File: config.mk
export PLATFORM = sky130hd
export DESIGN_NAME = quadtree_tile_key_unit_core
export DESIGN_NICKNAME = d
export VERILOG_FILES = /design/src/qtk_pkg.sv /design/src/qtk_calc.sv /design/src/quadtree_tile_key_unit_core.sv
export SDC_FILE = /design/constraint.sdc
export NUM_CORES = 1
export LEC_CHECK = 0
export BUFFER_PORTS_ARGS = -buffer_cell sky130_fd_sc_hd__buf_2
export CELL_PAD_IN_SITES_DETAIL_PLACEMENT = 1
export CELL_PAD_IN_SITES_GLOBAL_PLACEMENT = 1
export CORE_MARGIN = 2
export CORE_UTILIZATION = 35
export DETAILED_ROUTE_END_ITERATION = 16
export GPL_TIMING_DRIVEN = 0
export MAX_ROUTING_LAYER = met4
export PLACE_DENSITY_LB_ADDON = 0.1
export SLEW_MARGIN = 0
export SYNTH_ARGS = -nofsm -noshare
export SYNTH_HDL_FRONTEND = slang
export SYNTH_SLANG_ARGS = --single-unit
File: constraint.sdc
create_clock -name clk -period 7 [get_ports clk]
set_input_delay 0.35 -clock clk [delete_from_list [all_inputs] [get_ports clk]]
set_output_delay 0.35 -clock clk [all_outputs]
set_load 0.02 [all_outputs]
File: src/qtk_pkg.sv
// Shared types, constants and bit-interleave helpers for the quadtree tile-key unit.
// No dependencies; every other source file imports this package.
package qtk_pkg;

	localparam int FACE_W     = 3;
	localparam int LEVEL_W    = 5;
	localparam int COORD_W    = 28;
	localparam int MORTON_W   = 2 * COORD_W;
	localparam int KEY_W      = 64;
	localparam int FACE_LSB   = 61;
	localparam int LEVEL_LSB  = 56;

	localparam logic [FACE_W-1:0] FACE_LIMIT  = 3'd5;
	localparam logic [5:0]        LEVEL_LIMIT = 6'd28;

	typedef enum logic [1:0] {
		KIND_ENCODE   = 2'd0,
		KIND_CHECK    = 2'd1,
		KIND_PARENT   = 2'd2,
		KIND_CHILDREN = 2'd3
	} kind_t;

	typedef enum logic [2:0] {
		ST_OK       = 3'd0,
		ST_FACE     = 3'd1,
		ST_LEVEL    = 3'd2,
		ST_COORD    = 3'd3,
		ST_UNUSED   = 3'd4,
		ST_NOPARENT = 3'd5,
		ST_NOCHILD  = 3'd6
	} status_t;

	typedef struct packed {
		kind_t              kind;
		logic [2:0]         face;
		logic [5:0]         tile_level;
		logic [31:0]        x_coord;
		logic [31:0]        y_coord;
		logic [KEY_W-1:0]   key_in;
	} in_word_t;

	typedef struct packed {
		logic [KEY_W-1:0]   key_out;
		logic [FACE_W-1:0]  face_out;
		logic [LEVEL_W-1:0] level_out;
		logic [COORD_W-1:0] x_out;
		logic [COORD_W-1:0] y_out;
		status_t            status;
		logic               last;
	} out_word_t;

	// x bit i -> bit 2i, y bit i -> bit 2i+1
	function automatic logic [MORTON_W-1:0] spread_bits(input logic [COORD_W-1:0] x,
			input logic [COORD_W-1:0] y);
		logic [MORTON_W-1:0] m;
		m = '0;
		for (int b = 0; b < COORD_W; b++) begin
			m[2*b]   = x[b];
			m[2*b+1] = y[b];
		end
		return m;
	endfunction

	function automatic logic [COORD_W-1:0] gather_bits(input logic [MORTON_W-1:0] m,
			input logic odd);
		logic [COORD_W-1:0] r;
		r = '0;
		for (int b = 0; b < COORD_W; b++)
			r[b] = odd ? m[2*b+1] : m[2*b];
		return r;
	endfunction

endpackage

File: src/qtk_calc.sv
// Combinational tile-key operation: encode, check, parent, one child per sub index.
// Depends on qtk_pkg.
module qtk_calc import qtk_pkg::*; (
	input  in_word_t  item,
	input  logic [1:0] sub,
	output out_word_t res
);

	logic [MORTON_W-1:0] m;
	logic [FACE_W-1:0]   kf;
	logic [LEVEL_W-1:0]  kl;
	logic [KEY_W-1:0]    key;
	status_t             err;
	logic                child_last;

	assign m  = item.key_in[MORTON_W-1:0];
	assign kf = item.key_in[KEY_W-1:FACE_LSB];
	assign kl = item.key_in[FACE_LSB-1:LEVEL_LSB];

	always_comb begin
		key        = '0;
		err        = ST_OK;
		child_last = 1'b1;
		case (item.kind)
			KIND_ENCODE: begin
				if (item.face > FACE_LIMIT)
					err = ST_FACE;
				else if (item.tile_level > LEVEL_LIMIT)
					err = ST_LEVEL;
				else if ((item.x_coord >> item.tile_level) != 32'd0 ||
						(item.y_coord >> item.tile_level) != 32'd0)
					err = ST_COORD;
				else
					key = {item.face, item.tile_level[LEVEL_W-1:0],
						spread_bits(item.x_coord[COORD_W-1:0], item.y_coord[COORD_W-1:0])};
			end
			default: begin
				// key validation shared by check, parent and children
				if (kf > FACE_LIMIT)
					err = ST_FACE;
				else if ({1'b0, kl} > LEVEL_LIMIT)
					err = ST_LEVEL;
				else if ((m >> {kl, 1'b0}) != '0)
					err = ST_UNUSED;
				else begin
					case (item.kind)
						KIND_PARENT: begin
							if (kl == '0)
								err = ST_NOPARENT;
							else
								key = {kf, kl - 5'd1, 2'b00, m[MORTON_W-1:2]};
						end
						KIND_CHILDREN: begin
							if ({1'b0, kl} == LEVEL_LIMIT)
								err = ST_NOCHILD;
							else begin
								key = {kf, kl + 5'd1, m[MORTON_W-3:0], sub};
								child_last = (sub == 2'd3);
							end
						end
						default: key = item.key_in;
					endcase
				end
			end
		endcase
	end

	always_comb begin
		res = '0;
		res.status = err;
		res.last = 1'b1;
		if (err == ST_OK) begin
			res.key_out   = key;
			res.face_out  = key[KEY_W-1:FACE_LSB];
			res.level_out = key[FACE_LSB-1:LEVEL_LSB];
			res.x_out     = gather_bits(key[MORTON_W-1:0], 1'b0);
			res.y_out     = gather_bits(key[MORTON_W-1:0], 1'b1);
			res.last      = child_last;
		end
	end

endmodule

File: src/quadtree_tile_key_unit_core.sv
// Top level of the quadtree tile-key unit: input register, operation logic, result register.
// Depends on qtk_pkg and qtk_calc.
//
// Usage:
//   in_valid/in_ready/in_data carries one request word (kind, face, tile_level,
//   x_coord, y_coord, key_in). out_valid/out_ready/out_data returns result words
//   (key, decoded face/level/x/y, status, last).
//   Path: an accepted word goes from the input register, through the operation
//   logic, into the result register, which presents its first result word.
//   Throughput: one word per cycle while out_ready is high. A successful children
//   request holds the input register for four words (keys in Morton order 0..3, last on
//   the fourth); every other request, and every error, gives one result word.
//   in_ready rises again in the cycle the last result of the held word moves
//   into the result register, so requests follow back to back.
//   Stall: while out_ready is low the result register holds its word, the
//   input register holds its word, and in_ready stays low once both are full.
//   Reset (arst_n low) empties both registers; no words are lost or invented
//   after reset is released.
module quadtree_tile_key_unit_core import qtk_pkg::*; (
	input  logic      clk,
	input  logic      arst_n,
	input  logic      in_valid,
	output logic      in_ready,
	input  in_word_t  in_data,
	output logic      out_valid,
	input  logic      out_ready,
	output out_word_t out_data
);

	logic      valid_s1;
	in_word_t  item_s1;
	logic [1:0] sub_s1;
	out_word_t res;
	logic      emit;
	logic      out_valid_q;
	out_word_t out_q;

	qtk_calc u_calc (
		.item (item_s1),
		.sub  (sub_s1),
		.res  (res)
	);

	assign emit     = valid_s1 && (!out_valid_q || out_ready);
	assign in_ready = !valid_s1 || (emit && res.last);

	always_ff @(posedge clk or negedge arst_n) begin
		if (!arst_n) begin
			valid_s1 <= 1'b0;
			sub_s1   <= '0;
		end else if (in_valid && in_ready) begin
			valid_s1 <= 1'b1;
			sub_s1   <= '0;
		end else if (emit) begin
			valid_s1 <= !res.last;
			sub_s1   <= sub_s1 + 2'd1;
		end
	end

	always_ff @(posedge clk) begin
		if (in_valid && in_ready)
			item_s1 <= in_data;
	end

	always_ff @(posedge clk or negedge arst_n) begin
		if (!arst_n)
			out_valid_q <= 1'b0;
		else if (!out_valid_q || out_ready)
			out_valid_q <= valid_s1;
	end

	always_ff @(posedge clk) begin
		if (emit)
			out_q <= res;
	end

	assign out_valid = out_valid_q;
	assign out_data  = out_q;

endmodule

Yosys cells after proc, flatten, opt, wreduce, memory -nomap -nowiden
Index checks and enable logic that the tools add are counted.
{ "word_totals": {"n_memories": 0, "ram_bits": 0, "out_inout_bits": 134, "input_bits": 143, "ff_bits": 275, "mem_bits_ro": 0, "latchBits": 0} }
{ "classes": {"n_shift": 3, "eq_ne": 4, "n_div": 0, "reduce_logical": 16, "bitwise": 0, "muxes": 31, "order_cmp": 4, "add_sub_neg": 3, "n_mul": 0} }
{ "op_table": {"columns": ["operator", "count"], "rows": [
  ["64-bit two-way mux", 9],
  ["64-bit case mux with 2 select lines", 1],
  ["32-bit nonzero test", 2],
  ["32-bit by 6-bit right shift with 32-bit output", 2],
  ["56-bit nonzero test", 1],
  ["56-bit by 6-bit right shift with 56-bit output", 1],
  ["3-bit two-way mux", 8],
  ["1-bit two-way mux", 9],
  ["2-bit equality test, second input constant", 3],
  ["3-bit greater-than comparator, second input constant", 2],
  ["6-bit by 5-bit greater-than comparator with 1-bit output, second input constant", 1],
  ["2-bit two-way mux", 3],
  ["3-bit case mux with 2 select lines", 1],
  ["5-bit by 1-bit adder with 5-bit output, second input constant", 1],
  ["5-bit equality test, second input constant", 1],
  ["5-bit greater-than comparator, second input constant", 1],
  ["5-bit logical NOT", 1],
  ["5-bit by 1-bit subtractor with 5-bit output, second input constant", 1],
  ["1-bit logical AND", 3],
  ["1-bit logical NOT", 3],
  ["3-bit logical NOT", 1],
  ["1-bit logical OR", 3],
  ["2-bit by 1-bit adder with 2-bit output, second input constant", 1],
  ["2-bit logical NOT", 1],
  ["2-bit nonzero test", 1]
]} }

Depth between registers and ports, before layout
{ "depth": {"ltp_word": 13, "ltp_mapped": 14} }

By module
Synthesis repeated with hierarchy kept, for this count alone.
{ "unflattened": {"hier_cells": 1114, "area_unflattened_um2": 13867.0} }
{ "modules_own_cells": {"columns": ["module", "n_inst", "seq_area_each_um2", "cells_per_inst", "area_each_um2"], "rows": [
  ["quadtree_tile_key_unit_core", 1, 8237.9, 293, 8370.5],
  ["qtk_calc", 1, 0.0, 821, 5496.5]
]} }

Worst setup path after synthesis
No wires, ideal clock.
{ "synth_path": {"path_kind": "reg2reg", "startpoint": "reg item_s1[56] (netlist name)", "endpoint": "reg item_s1[0] (netlist name), enable pin", "path_stages_with_launch": 10, "setup_time_ns": 0.513, "required_time_ns": 6.487, "t_arrival_ns": 5.185, "synth_period_minus_slack_ns": 5.697, "setup_slack_ns": 1.303, "cell_sequence": "edfxtp_1 -> buf_2 -> inv_2 -> mux4_2 -> mux2i_1 -> o32a_1 -> o31a_1 -> a211oi_4 -> nand3_4 -> a31o_1"} }
{ "synth_rtl": {"columns": ["item", "line_no", "rtl"], "rows": [
  ["from (decl)", "quadtree_tile_key_unit_core.sv:31", "in_word_t item_s1;"],
  ["from (signal assigned)", "quadtree_tile_key_unit_core.sv:62", "item_s1 <= in_data;"]
]} }

==> impl_summary.md <==
Floorplan
The floorplan has 67 rows. The starting utilization of the core area is 0.3562. 277 I/O pins were placed. The die boundary width is 188.7 microns. After floorplanning, the core was sized to cover 33530 sq um.

The die covers 35620 sq um. The chip height is 188.7 microns.

Power
IR analysis of the VDD net gives a maximum drop of 155.1 uV. Dividing total power by cell area gives a power density of 234.0 nW/um^2. The post-layout total power is 0.003778 W. The leakage power is 6.346 nW.

Hold path
The worst hold path depth is 2. The startpoint of the lowest-slack hold path is in_valid. For hold timing, the worst endpoint is sub_s1[0].

The worst hold path class is primary input to flop.

Timing
Setup violations remaining at the end of the flow were counted as 0. The worst pin sits at a relative slew slack of 0.4398. The clock period could shrink to between 4 and 5 ns. The number of endpoints with negative hold slack in the final report is 0.

Setup repair after global routing left no endpoint under its margin. At the pin with the least slew margin, the transition time is 0.8402 ns. Clock skew on the completed layout was measured at 0.01292 ns.

Static timing analysis puts the maximum clock frequency at 225.1 MHz. The worst setup margin is 2.558 ns. Of the available clock period, the critical path in the final layout requires 0.6345.

The max-slew violation count was 0.

CTS
The tree is rooted in a clkbuf_16. The later pin in the worst-skew pair is clocked with a latency of 0.55 ns. The number of buffers added by the clock tree synthesis step is 25. In this run the number of H-tree levels came out at 1.

The clock tree from TritonCTS is yes. The total of cells resized after clock tree synthesis is 0. The clock-pin transition on the worst setup and hold timing paths is approximately 0.06 ns. The number of clock sinks is 211. The clock passes through at most 3 buffers.

Critical path
In this design, the critical path's most frequently occurring cell is buf_2. For the worst setup path, the data arrival time is 4.09 ns. The worst path buffer plus inverter count is 4. The signal on the critical path passes through buf_2 > buf_2 > buf_2 > nor3_1 > o21ai_0 > a2111oi_0 > o211ai_1 > and3_1 > a211oi_4 > nand3_4 > a21bo_1 > buf_2. The kind of start point of the critical path is a flop.

The capture instance of the worst register-to-register path is item_s1[80]. The worst register-to-register path begins at item_s1[56]. The endpoint type of the worst setup path is an output pin.

The number of cells on the worst reg-to-reg path is 12. The worst setup path is of the flop to output pin kind. The maximum cell stage delay along the critical path is 0.55 ns.

The cell at the slowest stage of the critical path is a2111oi_0. At the worst endpoint, the required time is 6.65 ns. The worst-case register-to-register setup slack is 2.77 ns. The cell family contributing the most delay on the critical path is compound AO/OA/AOI/OAI gates.

The largest fanout on the critical path is 10.

Final layout
In the final design database the tool counted 1666 nets. The repair_antennas step left the layout with diodes totalling 0. The post-synthesis to final-layout area growth is 35.19%.

In the final layout, the share of cells above drive strength 1 is 0.3014.

Detailed routing
In this run, the number of DRC markers left after iteration 0 of detailed routing was 806. After detailed routing, the total wire length is 48420 microns. Dividing the detail-routed wire length by the instance count gives approximately 24 microns. In the routed design, unresolved DRC markers number 0. The via count is ~11k.

In this run the remaining antenna-violating nets after routing total 0. In the routed layout, each cell is associated on average with a via count of approximately 5.5. The first detailed-routing pass took 5 iterations.

Job
The number of max-cap violations is 0.

Global routing
For this run, the total global-route usage over all layers was measured as 0.2767. The initial antenna violation count is 0. The global-route wire length before repair is roughly 72000 microns. The maximum number of pins on one net before global-route repair is 62. The number of global-route vias before repair came to 11.00k. The total overflow left after global routing is 0.

Placed design
Before CTS, the worst setup slack after placement is roughly 2.8 ns. During placement, the flow inserted port buffers numbering 276. The global placer's final weighted congestion is 0.9139.

Summed over all nets, the half-perimeter wirelength after detailed placement is 35470 microns.

Synth
The number of synthesis warnings is 0. The cell count after synthesis came out at around 1.1k. The number of nets in the synthesized netlist is roughly 1.2k. The synthesized netlist contains 82 unique library cells. The post-synthesis cell area is 11940 sq um. Of all flip-flops after synthesis, the portion carrying an async set or reset was 0.01896. Yosys mapped a number of flops with a built-in enable equal to 207. The share of the Yosys chip area taken by registers is 0.5289. The most used flip-flop cell after synthesis is edfxtp_1. The average footprint of a synthesized cell is around 11 sq um. The flip-flop and latch count after synthesis is 211.

Status
The flow ran to the end, and the final reports show no timing, DRC or antenna violations.
## flip-flops by register name, indices dropped and copies added, names as in the netlist
register   flops
item_s1      139
out_data      68
valid_s1       1
out_valid      1
sub_s1         2
## power by group
part	switching [W]	internal, W	leakage [nW]
Sequential	0.000139	0.00153	2.09
Clock	0.000531	0.000726	0.378
Combinational	0.000508	0.000340	3.88
Total	0.00118	0.00260	6.35
## metrics by stage
stage	hold slack, ns	instances	util	TNS [ns]	area, sq um
after floorplan	0.05441	1073	-	0	11940
after global routing	0.07949	1984	0.4815	0	16150
after global placement	0.1646	1797	0.4141	-101.11	13880
after detailed placement	0.1630	1800	0.4169	0	13980
after CTS	0.04942	1984	0.4815	0	16150
final	0.07704	1984	0.4815	0	16150
## worst reg2reg max path: stages (launching register included)
cell       delay (ns)
edfxtp_1         0.46
buf_2            0.23
buf_2            0.24
buf_2            0.26
nor3_1           0.21
o21ai_0          0.12
a2111oi_0        0.55
o211ai_1         0.17
and3_1           0.28
a211oi_4         0.48
nand3_4          0.19
a31o_4           0.42
buf_16           0.26
## worst max-delay path by stage
stage | slack (ns) | start | cells after the start | endpoint
after floorplan | 1.30 | item_s1[56] | 9 | item_s1[0]
after global placement | -0.74 | item_s1[57] | 10 | item_s1[112]
final | 2.56 | item_s1[56] | 12 | in_ready
after detailed placement | 2.79 | item_s1[56] | 12 | item_s1[115]
after CTS | 2.53 | item_s1[56] | 12 | in_ready
after global routing | 2.31 | item_s1[56] | 12 | in_ready
## cells in the mapped netlist, types with 5 or more instances
cell type / count / area share
or2_2: 13 / 0.0068
inv_1: 15 / 0.0047
edfxtp_1: 207 / 0.52
a211oi_1: 16 / 0.010
o22ai_1: 60 / 0.031
o32ai_1: 6 / 0.0044
nor2b_1: 12 / 0.0063
nand2_1: 132 / 0.041
a31oi_1: 5 / 0.0026
o21ai_0: 83 / 0.035
clkbuf_1: 34 / 0.011
o211ai_1: 11 / 0.0069
o2111ai_1: 7 / 0.0051
mux2i_1: 62 / 0.052
a22oi_1: 10 / 0.0063
buf_1: 12 / 0.0038
nor3b_1: 10 / 0.0063
or3_1: 7 / 0.0037
a21oi_1: 22 / 0.0092
nor3_1: 34 / 0.014
a221oi_1: 5 / 0.0037
buf_2: 20 / 0.0084
mux4_2: 18 / 0.034
mux2_2: 16 / 0.015
nand2b_1: 11 / 0.0058
nor2_1: 52 / 0.016
nand3_1: 12 / 0.0050
a2111oi_0: 12 / 0.0088
buf_4: 67 / 0.042
a21o_1: 5 / 0.0031
nor4_1: 10 / 0.0052
## cells by family after synthesis
kind of cell / count (synthesis) / share of synthesized area
DFF: 211 / 0.5289
muxes: 96 / 0.1010
and+or+nand+nor: 319 / 0.1291
adders and majority gates: 4 / 0.004191
AOI/OAI and AO/OA: 287 / 0.1622
buffers and inverters: 153 / 0.07250
xor gates and xnor gates: 3 / 0.002201
## cells in the final DEF, fill, tap and decap left out, types with 11 or more instances in the layout
| cell | instances |
|---|---|
| a2111oi_0 | 12 |
| a211oi_1 | 16 |
| a21oi_1 | 22 |
| buf_1 | 12 |
| buf_2 | 296 |
| buf_4 | 67 |
| clkbuf_1 | 40 |
| clkbuf_16 | 25 |
| dlygate4sd3_1 | 140 |
| edfxtp_1 | 207 |
| inv_1 | 15 |
| mux2_2 | 16 |
| mux2i_1 | 62 |
| mux4_2 | 18 |
| nand2_1 | 132 |
| nand2b_1 | 11 |
| nand3_1 | 12 |
| nor2_1 | 52 |
| nor2b_1 | 12 |
| nor3_1 | 34 |
| o211ai_1 | 11 |
| o21ai_0 | 83 |
| o22ai_1 | 60 |
| or2_2 | 13 |
## final cells by class
type,instances,area [sq um]
clock buffer,31,648.1
inverter,18,67.56
timing repair buffer,419,2865
clock inverter,13,117.6
buffer,135,798.3
fill,3717,17390
sequential,211,6316
multi-input combinational,709,4772
tap,448,560.5
## what timing repair did
| item | in CTS | in global routing |
|---|---|---|
| hold buffers | 140 | 0 |
| setup buffers | 0 | 0 |
| endpoints found under the setup margin | 0 | 0 |
| hold endpoints to repair | 143 | 0 |
## routing by layer
layer	share of wire	track usage	up-vias	wire length [microns]
met5	0	-	-	0
met4	0.026	0.07242	0	1261
met3	0.054	0.02906	59	2638
met2	0.47	0.4432	426	22750
met1	0.45	0.3759	5433	21770
li1	-	-	4977	-
No activity file was read; power rests on OpenSTA's default activity.
